### src/rtl/core/iee_pkg.sv
package iee_pkg;

  // Operator codes held on the operator stack.
  localparam logic [2:0] OPC_LPAR  = 3'd0;
  localparam logic [2:0] OPC_ADD   = 3'd1;
  localparam logic [2:0] OPC_SUB   = 3'd2;
  localparam logic [2:0] OPC_MUL   = 3'd3;
  localparam logic [2:0] OPC_DIV   = 3'd4;
  localparam logic [2:0] OPC_POW   = 3'd5;
  localparam logic [2:0] OPC_OTHER = 3'd6;

  // Status codes.
  localparam logic [1:0] ST_OK   = 2'd0;
  localparam logic [1:0] ST_DIV0 = 2'd1;
  localparam logic [1:0] ST_BAD  = 2'd2;

  // Character codes.
  localparam logic [7:0] CH_POW  = 8'h5E;
  localparam logic [7:0] CH_MUL  = 8'h2A;
  localparam logic [7:0] CH_DIV  = 8'h2F;
  localparam logic [7:0] CH_ADD  = 8'h2B;
  localparam logic [7:0] CH_SUB  = 8'h2D;
  localparam logic [7:0] CH_LPAR = 8'h28;
  localparam logic [7:0] CH_RPAR = 8'h29;
  localparam logic [7:0] CH_D0   = 8'h30;
  localparam logic [7:0] CH_D9   = 8'h39;

  // Request to the arithmetic unit and its answer.
  typedef struct packed {
    logic        start;
    logic [2:0]  opc;
    logic [31:0] a;
    logic [31:0] b;
  } alu_req_t;

  typedef struct packed {
    logic        done;
    logic        div0;
    logic [31:0] res;
  } alu_rsp_t;

  function automatic logic [1:0] prec(input logic [2:0] opc);
    case (opc)
      OPC_POW:          prec = 2'd3;
      OPC_MUL, OPC_DIV: prec = 2'd2;
      OPC_ADD, OPC_SUB: prec = 2'd1;
      default:          prec = 2'd0;
    endcase
  endfunction

  function automatic logic [2:0] classify(input logic [7:0] c);
    case (c)
      CH_POW:  classify = OPC_POW;
      CH_MUL:  classify = OPC_MUL;
      CH_DIV:  classify = OPC_DIV;
      CH_ADD:  classify = OPC_ADD;
      CH_SUB:  classify = OPC_SUB;
      default: classify = OPC_OTHER;
    endcase
  endfunction

endpackage

### src/rtl/core/iee_alu.sv
module iee_alu
  import iee_pkg::*;
(
  input  logic     clk,
  input  logic     rst_n,
  input  alu_req_t req,
  output alu_rsp_t rsp
);

  localparam logic [2:0] A_IDLE = 3'd0;
  localparam logic [2:0] A_DIV  = 3'd1;
  localparam logic [2:0] A_POW  = 3'd2;
  localparam logic [2:0] A_PSQ  = 3'd3;
  localparam logic [2:0] A_DONE = 3'd4;

  logic [2:0]  st_r, st_nxt;
  logic [31:0] x_r, x_nxt;     // dividend shift / power base
  logic [31:0] y_r, y_nxt;     // divisor magnitude / exponent
  logic [31:0] acc_r, acc_nxt; // quotient / power result
  logic [32:0] rem_r, rem_nxt;
  logic [4:0]  cnt_r, cnt_nxt;
  logic        neg_r, neg_nxt;
  logic        div0_r, div0_nxt;
  logic [31:0] prod;
  logic [31:0] mula, mulb;
  logic [32:0] trial;
  logic [31:0] ma, mb;

  // One shared 32x32 multiplier, low word only.
  assign prod = mula * mulb;
  always_comb begin
    mula = acc_r;
    mulb = x_r;
    if (st_r == A_PSQ) begin
      mula = x_r;
    end else if (st_r == A_IDLE) begin
      mula = req.a;
      mulb = req.b;
    end
  end

  assign ma    = req.a[31] ? 32'd0 - req.a : req.a;
  assign mb    = req.b[31] ? 32'd0 - req.b : req.b;
  assign trial = {rem_r[31:0], x_r[31]} - {1'b0, y_r};

  always_comb begin
    st_nxt = st_r; x_nxt = x_r; y_nxt = y_r; acc_nxt = acc_r;
    rem_nxt = rem_r; cnt_nxt = cnt_r; neg_nxt = neg_r; div0_nxt = div0_r;
    case (st_r)
      A_IDLE: begin
        if (req.start) begin
          div0_nxt = 1'b0;
          st_nxt   = A_DONE;
          case (req.opc)
            OPC_ADD: acc_nxt = req.a + req.b;
            OPC_MUL: acc_nxt = prod;
            OPC_DIV: begin
              if (req.b == 32'd0) begin
                acc_nxt = 32'd0; div0_nxt = 1'b1;
              end else begin
                x_nxt = ma; y_nxt = mb; rem_nxt = '0; acc_nxt = '0;
                cnt_nxt = 5'd31; neg_nxt = req.a[31] ^ req.b[31];
                st_nxt = A_DIV;
              end
            end
            OPC_POW: begin
              if (req.b[31]) begin
                if (req.a == 32'd1) acc_nxt = 32'd1;
                else if (req.a == 32'hFFFF_FFFF)
                  acc_nxt = req.b[0] ? 32'hFFFF_FFFF : 32'd1;
                else begin
                  acc_nxt = 32'd0; div0_nxt = (req.a == 32'd0);
                end
              end else begin
                x_nxt = req.a; y_nxt = req.b; acc_nxt = 32'd1;
                st_nxt = A_POW;
              end
            end
            default: acc_nxt = req.a - req.b;
          endcase
        end
      end
      // Restoring division, one quotient bit per cycle.
      A_DIV: begin
        if (!trial[32]) begin
          rem_nxt = trial;
          acc_nxt = {acc_r[30:0], 1'b1};
        end else begin
          rem_nxt = {rem_r[31:0], x_r[31]};
          acc_nxt = {acc_r[30:0], 1'b0};
        end
        x_nxt = {x_r[30:0], 1'b0};
        cnt_nxt = cnt_r - 5'd1;
        if (cnt_r == 5'd0) begin
          if (neg_r) acc_nxt = 32'd0 - acc_nxt;
          st_nxt = A_DONE;
        end
      end
      // Square and multiply: multiply step, then squaring step.
      A_POW: begin
        if (y_r == 32'd0) st_nxt = A_DONE;
        else begin
          if (y_r[0]) acc_nxt = prod;
          st_nxt = A_PSQ;
        end
      end
      A_PSQ: begin
        x_nxt = prod;
        y_nxt = {1'b0, y_r[31:1]};
        st_nxt = A_POW;
      end
      A_DONE: st_nxt = A_IDLE;
      default: st_nxt = A_IDLE;
    endcase
  end

  always_ff @(posedge clk) begin
    if (!rst_n) begin
      st_r <= A_IDLE;
    end else begin
      st_r <= st_nxt;
    end
    x_r <= x_nxt; y_r <= y_nxt; acc_r <= acc_nxt; rem_r <= rem_nxt;
    cnt_r <= cnt_nxt; neg_r <= neg_nxt; div0_r <= div0_nxt;
  end

  assign rsp.done = (st_r == A_DONE);
  assign rsp.div0 = div0_r;
  assign rsp.res  = acc_r;

endmodule

### src/rtl/core/infix_expression_evaluator.sv
// Sequence: a beat is accepted in S_IDLE, dispatched in S_DISP and closed in S_FIN.
// Each reduction passes S_RED, S_RED2, S_WAIT and S_PUSHR; the arithmetic unit ends at once
// for add, subtract, multiply, division by zero and a negative exponent, and iterates for
// division and power. The last character adds the drain and a result beat held until taken.
// Throughput: one character at a time; the sequencer and the shared arithmetic
// unit set the rate. Synchronous active-low reset empties both stacks and the error.
module infix_expression_evaluator
  import iee_pkg::*;
#(
  parameter int STACK_DEPTH = 16
) (
  input  logic        clk,
  input  logic        rst_n,
  input  logic        in_tvalid,
  output logic        in_tready,
  input  logic [7:0]  in_tdata,   // [7:0] char_code
  input  logic        in_tlast,   // is_last
  output logic        out_tvalid,
  input  logic        out_tready,
  output logic [39:0] out_tdata   // [31:0] value, [33:32] status, rest zero
);

  localparam int AW = (STACK_DEPTH > 1) ? $clog2(STACK_DEPTH) : 1;
  localparam int CW = $clog2(STACK_DEPTH + 1);
  localparam logic [CW-1:0] DEPTH_C = CW'(STACK_DEPTH);

  localparam logic [3:0] S_IDLE  = 4'd0;
  localparam logic [3:0] S_DISP  = 4'd1;
  localparam logic [3:0] S_RED   = 4'd2;
  localparam logic [3:0] S_RED2  = 4'd3;
  localparam logic [3:0] S_WAIT  = 4'd4;
  localparam logic [3:0] S_PUSHR = 4'd5;
  localparam logic [3:0] S_FIN   = 4'd6;
  localparam logic [3:0] S_OUT   = 4'd7;

  logic [3:0]    st_r, st_nxt;
  logic [7:0]    ch_r;
  logic          last_r;
  logic          drain_r, drain_nxt;
  logic [CW-1:0] ocnt_r, ocnt_nxt, pcnt_r, pcnt_nxt;
  logic [1:0]    err_r, err_nxt;
  logic [31:0]   opnd_mem [STACK_DEPTH];
  logic [2:0]    opr_mem [STACK_DEPTH];
  logic [31:0]   b_r, b_nxt;
  logic [2:0]    opc_r, opc_nxt;
  logic [31:0]   value_r;
  logic [1:0]    status_r;
  logic          we_d, we_p;
  logic [AW-1:0] wa_d, wa_p;
  logic [31:0]   wd_d;
  logic [2:0]    wd_p;
  logic [31:0]   rd_d;
  logic [2:0]    rd_p;
  logic [AW-1:0] ra_d, ra_p;
  logic [2:0]    cur_opc;
  logic          is_digit;
  alu_req_t      req;
  alu_rsp_t      rsp;

  iee_alu u_alu (.clk(clk), .rst_n(rst_n), .req(req), .rsp(rsp));

  // Stacks: one write and one registered read each; an operand written to the
  // address being read is passed straight to the read register.
  always_ff @(posedge clk) begin
    if (we_d) opnd_mem[wa_d] <= wd_d;
    if (we_p) opr_mem[wa_p] <= wd_p;
    if (we_d && wa_d == ra_d) rd_d <= wd_d;
    else rd_d <= opnd_mem[ra_d];
    rd_p <= opr_mem[ra_p];
  end

  assign is_digit = (ch_r >= CH_D0) && (ch_r <= CH_D9);
  assign cur_opc  = classify(ch_r);

  // Read addresses always track the top entries for the next cycle.
  always_comb begin
    ra_p = AW'(pcnt_nxt - CW'(1));
    ra_d = AW'(ocnt_nxt - CW'(1));
    if (st_nxt == S_RED2) ra_d = AW'(ocnt_nxt - CW'(2));
  end

  always_comb begin
    st_nxt = st_r; drain_nxt = drain_r; ocnt_nxt = ocnt_r; pcnt_nxt = pcnt_r;
    err_nxt = err_r; b_nxt = b_r; opc_nxt = opc_r;
    we_d = 1'b0; wa_d = AW'(ocnt_r); wd_d = rsp.res;
    we_p = 1'b0; wa_p = AW'(pcnt_r); wd_p = cur_opc;
    req = '0;
    req.opc = opc_r; req.a = rd_d; req.b = b_r;
    case (st_r)
      S_IDLE: begin
        if (in_tvalid) begin
          drain_nxt = 1'b0;
          st_nxt = S_DISP;
        end
      end
      // rd_p holds the top operator here.
      S_DISP: begin
        if (!drain_r && is_digit) begin
          if (ocnt_r == DEPTH_C) begin
            if (err_r == ST_OK) err_nxt = ST_BAD;
          end else begin
            we_d = 1'b1; wd_d = {24'd0, ch_r - CH_D0}; ocnt_nxt = ocnt_r + CW'(1);
          end
          st_nxt = S_FIN;
        end else if (!drain_r && ch_r == CH_LPAR) begin
          if (pcnt_r == DEPTH_C) begin
            if (err_r == ST_OK) err_nxt = ST_BAD;
          end else begin
            we_p = 1'b1; wd_p = OPC_LPAR; pcnt_nxt = pcnt_r + CW'(1);
          end
          st_nxt = S_FIN;
        end else if (pcnt_r == '0) begin
          if (drain_r) st_nxt = S_OUT;
          else if (ch_r == CH_RPAR) begin
            if (err_r == ST_OK) err_nxt = ST_BAD;
            st_nxt = S_FIN;
          end else begin
            we_p = 1'b1; pcnt_nxt = pcnt_r + CW'(1);
            st_nxt = S_FIN;
          end
        end else if (rd_p == OPC_LPAR) begin
          if (drain_r) begin
            pcnt_nxt = pcnt_r - CW'(1);
            if (err_r == ST_OK) err_nxt = ST_BAD;
          end else if (ch_r == CH_RPAR) begin
            pcnt_nxt = pcnt_r - CW'(1);
            st_nxt = S_FIN;
          end else begin
            if (pcnt_r == DEPTH_C) begin
              if (err_r == ST_OK) err_nxt = ST_BAD;
            end else begin
              we_p = 1'b1; pcnt_nxt = pcnt_r + CW'(1);
            end
            st_nxt = S_FIN;
          end
        end else if (drain_r || ch_r == CH_RPAR || prec(rd_p) >= prec(cur_opc)) begin
          // Pop the operator and start a reduction, or flag a malformed expression if fewer than two operands remain.
          opc_nxt = rd_p;
          pcnt_nxt = pcnt_r - CW'(1);
          if (ocnt_r < CW'(2)) begin
            if (err_r == ST_OK) err_nxt = ST_BAD;
          end else begin
            st_nxt = S_RED;
          end
        end else begin
          if (pcnt_r == DEPTH_C) begin
            if (err_r == ST_OK) err_nxt = ST_BAD;
          end else begin
            we_p = 1'b1; pcnt_nxt = pcnt_r + CW'(1);
          end
          st_nxt = S_FIN;
        end
      end
      // rd_d holds operand b; next read gives a.
      S_RED: begin
        b_nxt = rd_d;
        st_nxt = S_RED2;
      end
      S_RED2: begin
        req.start = 1'b1;
        ocnt_nxt = ocnt_r - CW'(2);
        st_nxt = S_WAIT;
      end
      S_WAIT: begin
        if (rsp.done) begin
          if (rsp.div0 && err_r == ST_OK) err_nxt = ST_DIV0;
          st_nxt = S_PUSHR;
        end
      end
      S_PUSHR: begin
        we_d = 1'b1; wd_d = rsp.res; ocnt_nxt = ocnt_r + CW'(1);
        st_nxt = S_DISP;
      end
      S_FIN: begin
        if (last_r) begin
          drain_nxt = 1'b1;
          st_nxt = S_DISP;
        end else st_nxt = S_IDLE;
      end
      S_OUT: begin
        if (out_tready) begin
          ocnt_nxt = '0; pcnt_nxt = '0; err_nxt = ST_OK;
          st_nxt = S_IDLE;
        end
      end
      default: st_nxt = S_IDLE;
    endcase
  end

  // Result-beat payload: taken when the drain finds the operator stack empty.
  always_ff @(posedge clk) begin
    if (st_r == S_IDLE && in_tvalid) begin
      ch_r <= in_tdata; last_r <= in_tlast;
    end
    if (st_r != S_OUT) begin
      status_r <= (err_r != ST_OK) ? err_r : ((ocnt_r != CW'(1)) ? ST_BAD : ST_OK);
    end
    if (st_r == S_RED) value_r <= 32'd0;
    if (st_r == S_DISP && st_nxt == S_OUT) value_r <= rd_d;
    b_r <= b_nxt; opc_r <= opc_nxt;
  end

  always_ff @(posedge clk) begin
    if (!rst_n) begin
      st_r <= S_IDLE; drain_r <= 1'b0;
      ocnt_r <= '0; pcnt_r <= '0; err_r <= ST_OK;
    end else begin
      st_r <= st_nxt; drain_r <= drain_nxt;
      ocnt_r <= ocnt_nxt; pcnt_r <= pcnt_nxt; err_r <= err_nxt;
    end
  end

  // Operand 0 sits at the top when exactly one remains.
  assign in_tready  = (st_r == S_IDLE);
  assign out_tvalid = (st_r == S_OUT);
  assign out_tdata  = {6'd0, status_r, (status_r == ST_OK) ? value_r : 32'd0};

endmodule

### config.mk
export PLATFORM = sky130hd
export DESIGN_NAME = infix_expression_evaluator
export DESIGN_NICKNAME = d
export VERILOG_FILES = /design/src/rtl/core/iee_pkg.sv /design/src/rtl/core/iee_alu.sv /design/src/rtl/core/infix_expression_evaluator.sv
export SDC_FILE = /design/constraint.sdc
export NUM_CORES = 2
export LEC_CHECK = 0
export BUFFER_PORTS_ARGS = -buffer_cell sky130_fd_sc_hd__buf_4
export CAP_MARGIN = 25
export CORE_MARGIN = 2
export CORE_UTILIZATION = 30
export DETAILED_ROUTE_END_ITERATION = 10
export SLEW_MARGIN = 20
export SYNTH_ARGS = -nofsm -noshare
export SYNTH_HDL_FRONTEND = slang
export SYNTH_SLANG_ARGS = --single-unit
### constraint.sdc
create_clock -name clk -period 20.4 [get_ports clk]
set_clock_uncertainty 0.15 [all_clocks]
set_input_delay 1.02 -clock clk [delete_from_list [all_inputs] [get_ports clk]]
set_output_delay 1.02 -clock clk [all_outputs]
set_load 0.02 [all_outputs]
==> impl_metrics.ini <==
[logic_synthesis]
synthTopCellsByArea = edfxtp_1 42%, fa_1 15%, mux4_2 4.8%
yosys.area.top_type = edfxtp_1
syn_avg_cell_area_um2 = 11.33
postSynth.asyncResetShare = 0
synth_edf_count = 773
ys_seq_area_frac = 0.4247
ys_seq_elements = 800
syn-cell-area_mm2 = 0.05592
synthTopCellsByCount = 773 x edfxtp_1, 620 x nor2_1, 494 x inv_1, 469 x nand2_1, 410 x fa_1
synth_top_area_frac = 0.4151
synthFlopType = edfxtp_1
ys_types = 106
yosysMostFrequentCell = edfxtp_1
netlist_instances = 4938
ys_warn_count = 0

[routing]
via_per_inst = 5.300
wirelength_um = 184500
ant_nets = 0
drc = 0
post_drt_wl_per_cell_um = 24.49
drt_iter0_drc = 4413
via_count = 39940
drt_pass1_iterations = 8

[grt]
grt_pass1_vias = 39972
antenna_found_initial = 4
grt_usage = 0.1909
overflow = 0
grt_pass1_wl_um = 270600
grt_start_max_net_pins = 62

[cells_and_area]
layoutNonFillerInstCount = 7536
multi_input_area_mm2 = 0.02941
nFillCells = 18473
areaGrowthSynthToFinish_pct = 11.62
drive_above_1_share = 0.1197
fin_nets = 5621
regArea_mm2 = 0.02376
stdcell_area_mm2 = 0.06242

[clock_network]
cts_made_buffers = 87
cts.path.max_buffers = 3
insertion_delay_ns = 0.70
cts_resized = 0
post_cts_buffers = 0
htreeDepth = 3
cts-hold-fix-buffers = 0
cts.sinks = 800
cts-root-buf = clkbuf_16
cts.clk_slew.worst_paths_ns = 0.06
cts_tree = built

[timing]
slew_violations = 0
max_freq_mhz = 84.61
layout_min_cycle_time_ns = 11.82
finalCritPeriodShare = 0.5793
rsz0062_at_grt = no
setup_violations = 0
relSlewSlack = 0.2365
worst_slew_pin_slew_ns = 1.145
hold_violations = 0
setup_slack_ns = 8.581
setup-tns-final_ns = 0

[floorplan]
initial_core_util = 0.3019
dieArea_mm2 = 0.1899
coreArea_mm2 = 0.1852
die_h_um = 435.8
rows = 158
ios = 55
die_w_um = 435.8

[worst_setup_path]
cp-start-kind = flop
crit_slowest_cell = buf_4
cp_common_cell = fa_1
ff2ff_path_depth = 31
cp_data_arrival_time_ns = 12.07
endpoint = u_alu.acc_r[31]
max_stage_delay_ns = 0.83
r2r_setup_slack_ns = 8.58
reg2reg_to = u_alu.acc_r[31]
critPathMaxFanout = 50
critPathRequiredTime_ns = 20.65
setup.worst_path.class = flop to flop
endpoint_kind = flop

[outcome]
status = completed

[hold_path]
hp-class = input port to flop

[placement]
gp_congestion = 0.9881
dp_slack_ns = 8.790
portBuffers = 48
dp_cells = 7376
dpl-instance-area_mm2 = 0.05958
dpl.hpwl_um = 129500

[pwr]
power_density_mw_per_mm2 = 132.7
max-vdd-ir-drop_mv = 0.3870
power.leakage_nw = 24.19

[run]
max_cap_viol_count = 0
## placed cells by master (no fill, tap or decap), types with 44 or more instances in the layout
master,instances
a21o_1,61
a21oi_1,198
and2_1,86
buf_4,188
clkbuf_16,87
edfxtp_1,773
fa_1,410
ha_1,213
inv_1,494
mux2i_1,100
mux4_2,119
nand2_1,469
nand2b_1,56
nand3_1,44
nor2_1,599
nor3_1,57
o21ai_0,148
xnor2_1,171
xor2_1,76
## worst min-delay path by stage
stage / startpoint / endpoint / cells past startpoint
finish: in_tdata[6] / ch_r[6] / 1
global route: in_tdata[0] / ch_r[0] / 1
CTS: in_tdata[5] / ch_r[5] / 1
detailed placement: err_r[0] / err_r[0] / 2
global placement: err_r[0] / err_r[0] / 2
floorplan: rd_p[2] / opc_r[2] / 0
## cell families after synthesis
logic type,count (synthesis),share of synthesized area
compound gates,723,0.08361
buf+inv,739,0.05479
mux,274,0.07992
other cells,1,0.00006706
simple gates,1524,0.1211
fa+ha+maj,623,0.1944
flops,800,0.4247
xor+xnor,254,0.04139
## per-layer routing
metal	track usage	wire length (um)
met1	0.2552	73940
met2	0.2963	83070
met4	0.09487	10280
met3	0.03614	17230
met5	0	13
## flip-flops by register name, summed over array words and instances (netlist names), 5 cells and up, named ones only
name         count
opnd_mem       512
pcnt_r           5
value_r         32
u_alu.y_r       32
u_alu.acc_r     32
ch_r             8
u_alu.x_r       32
u_alu.cnt_r      5
u_alu.rem_r     32
b_r             32
opr_mem         48
ocnt_r           5
## report_power, final
| part | switching (mW) | internal, mW | total [mW] |
|---|---|---|---|
| Clock | 0.694 | 0.899 | 1.59 |
| Combinational | 2.99 | 1.90 | 4.88 |
| Sequential | 0.00438 | 1.80 | 1.80 |
## area by class of cell
cell class	instances	share of cell area
tap	2480	0.04971
sequential	800	0.3807
inverter	502	0.03019
timing repair buffer	189	0.02269
antenna	1	0.00004009
clock inverter	56	0.009501
clock buffer	103	0.03600
multi-input combinational	3405	0.4712
## critical path, delay by kind of cell, from the launching register on
kind / cells / cell delay [ns]
AOI/OAI and AO/OA: 11 / 3.09
xor gates and xnor gates: 1 / 0.18
adders and majority gates: 9 / 4.35
buffers and inverters: 5 / 1.93
DFF: 1 / 0.47
muxes: 2 / 0.93
and+or+nand+nor: 3 / 0.28
## metrics by stage
step	utilization	total power, mW	hold WS [ns]
after floorplan	-	5.075	0.3175
after global placement	0.3216	6.529	0.3481
after detailed placement	0.3216	6.553	0.3656
after CTS	0.3370	8.192	0.3448
after global routing	0.3370	8.758	0.3446
final	0.3370	8.281	0.3624
(Power assumes the default switching activity.)
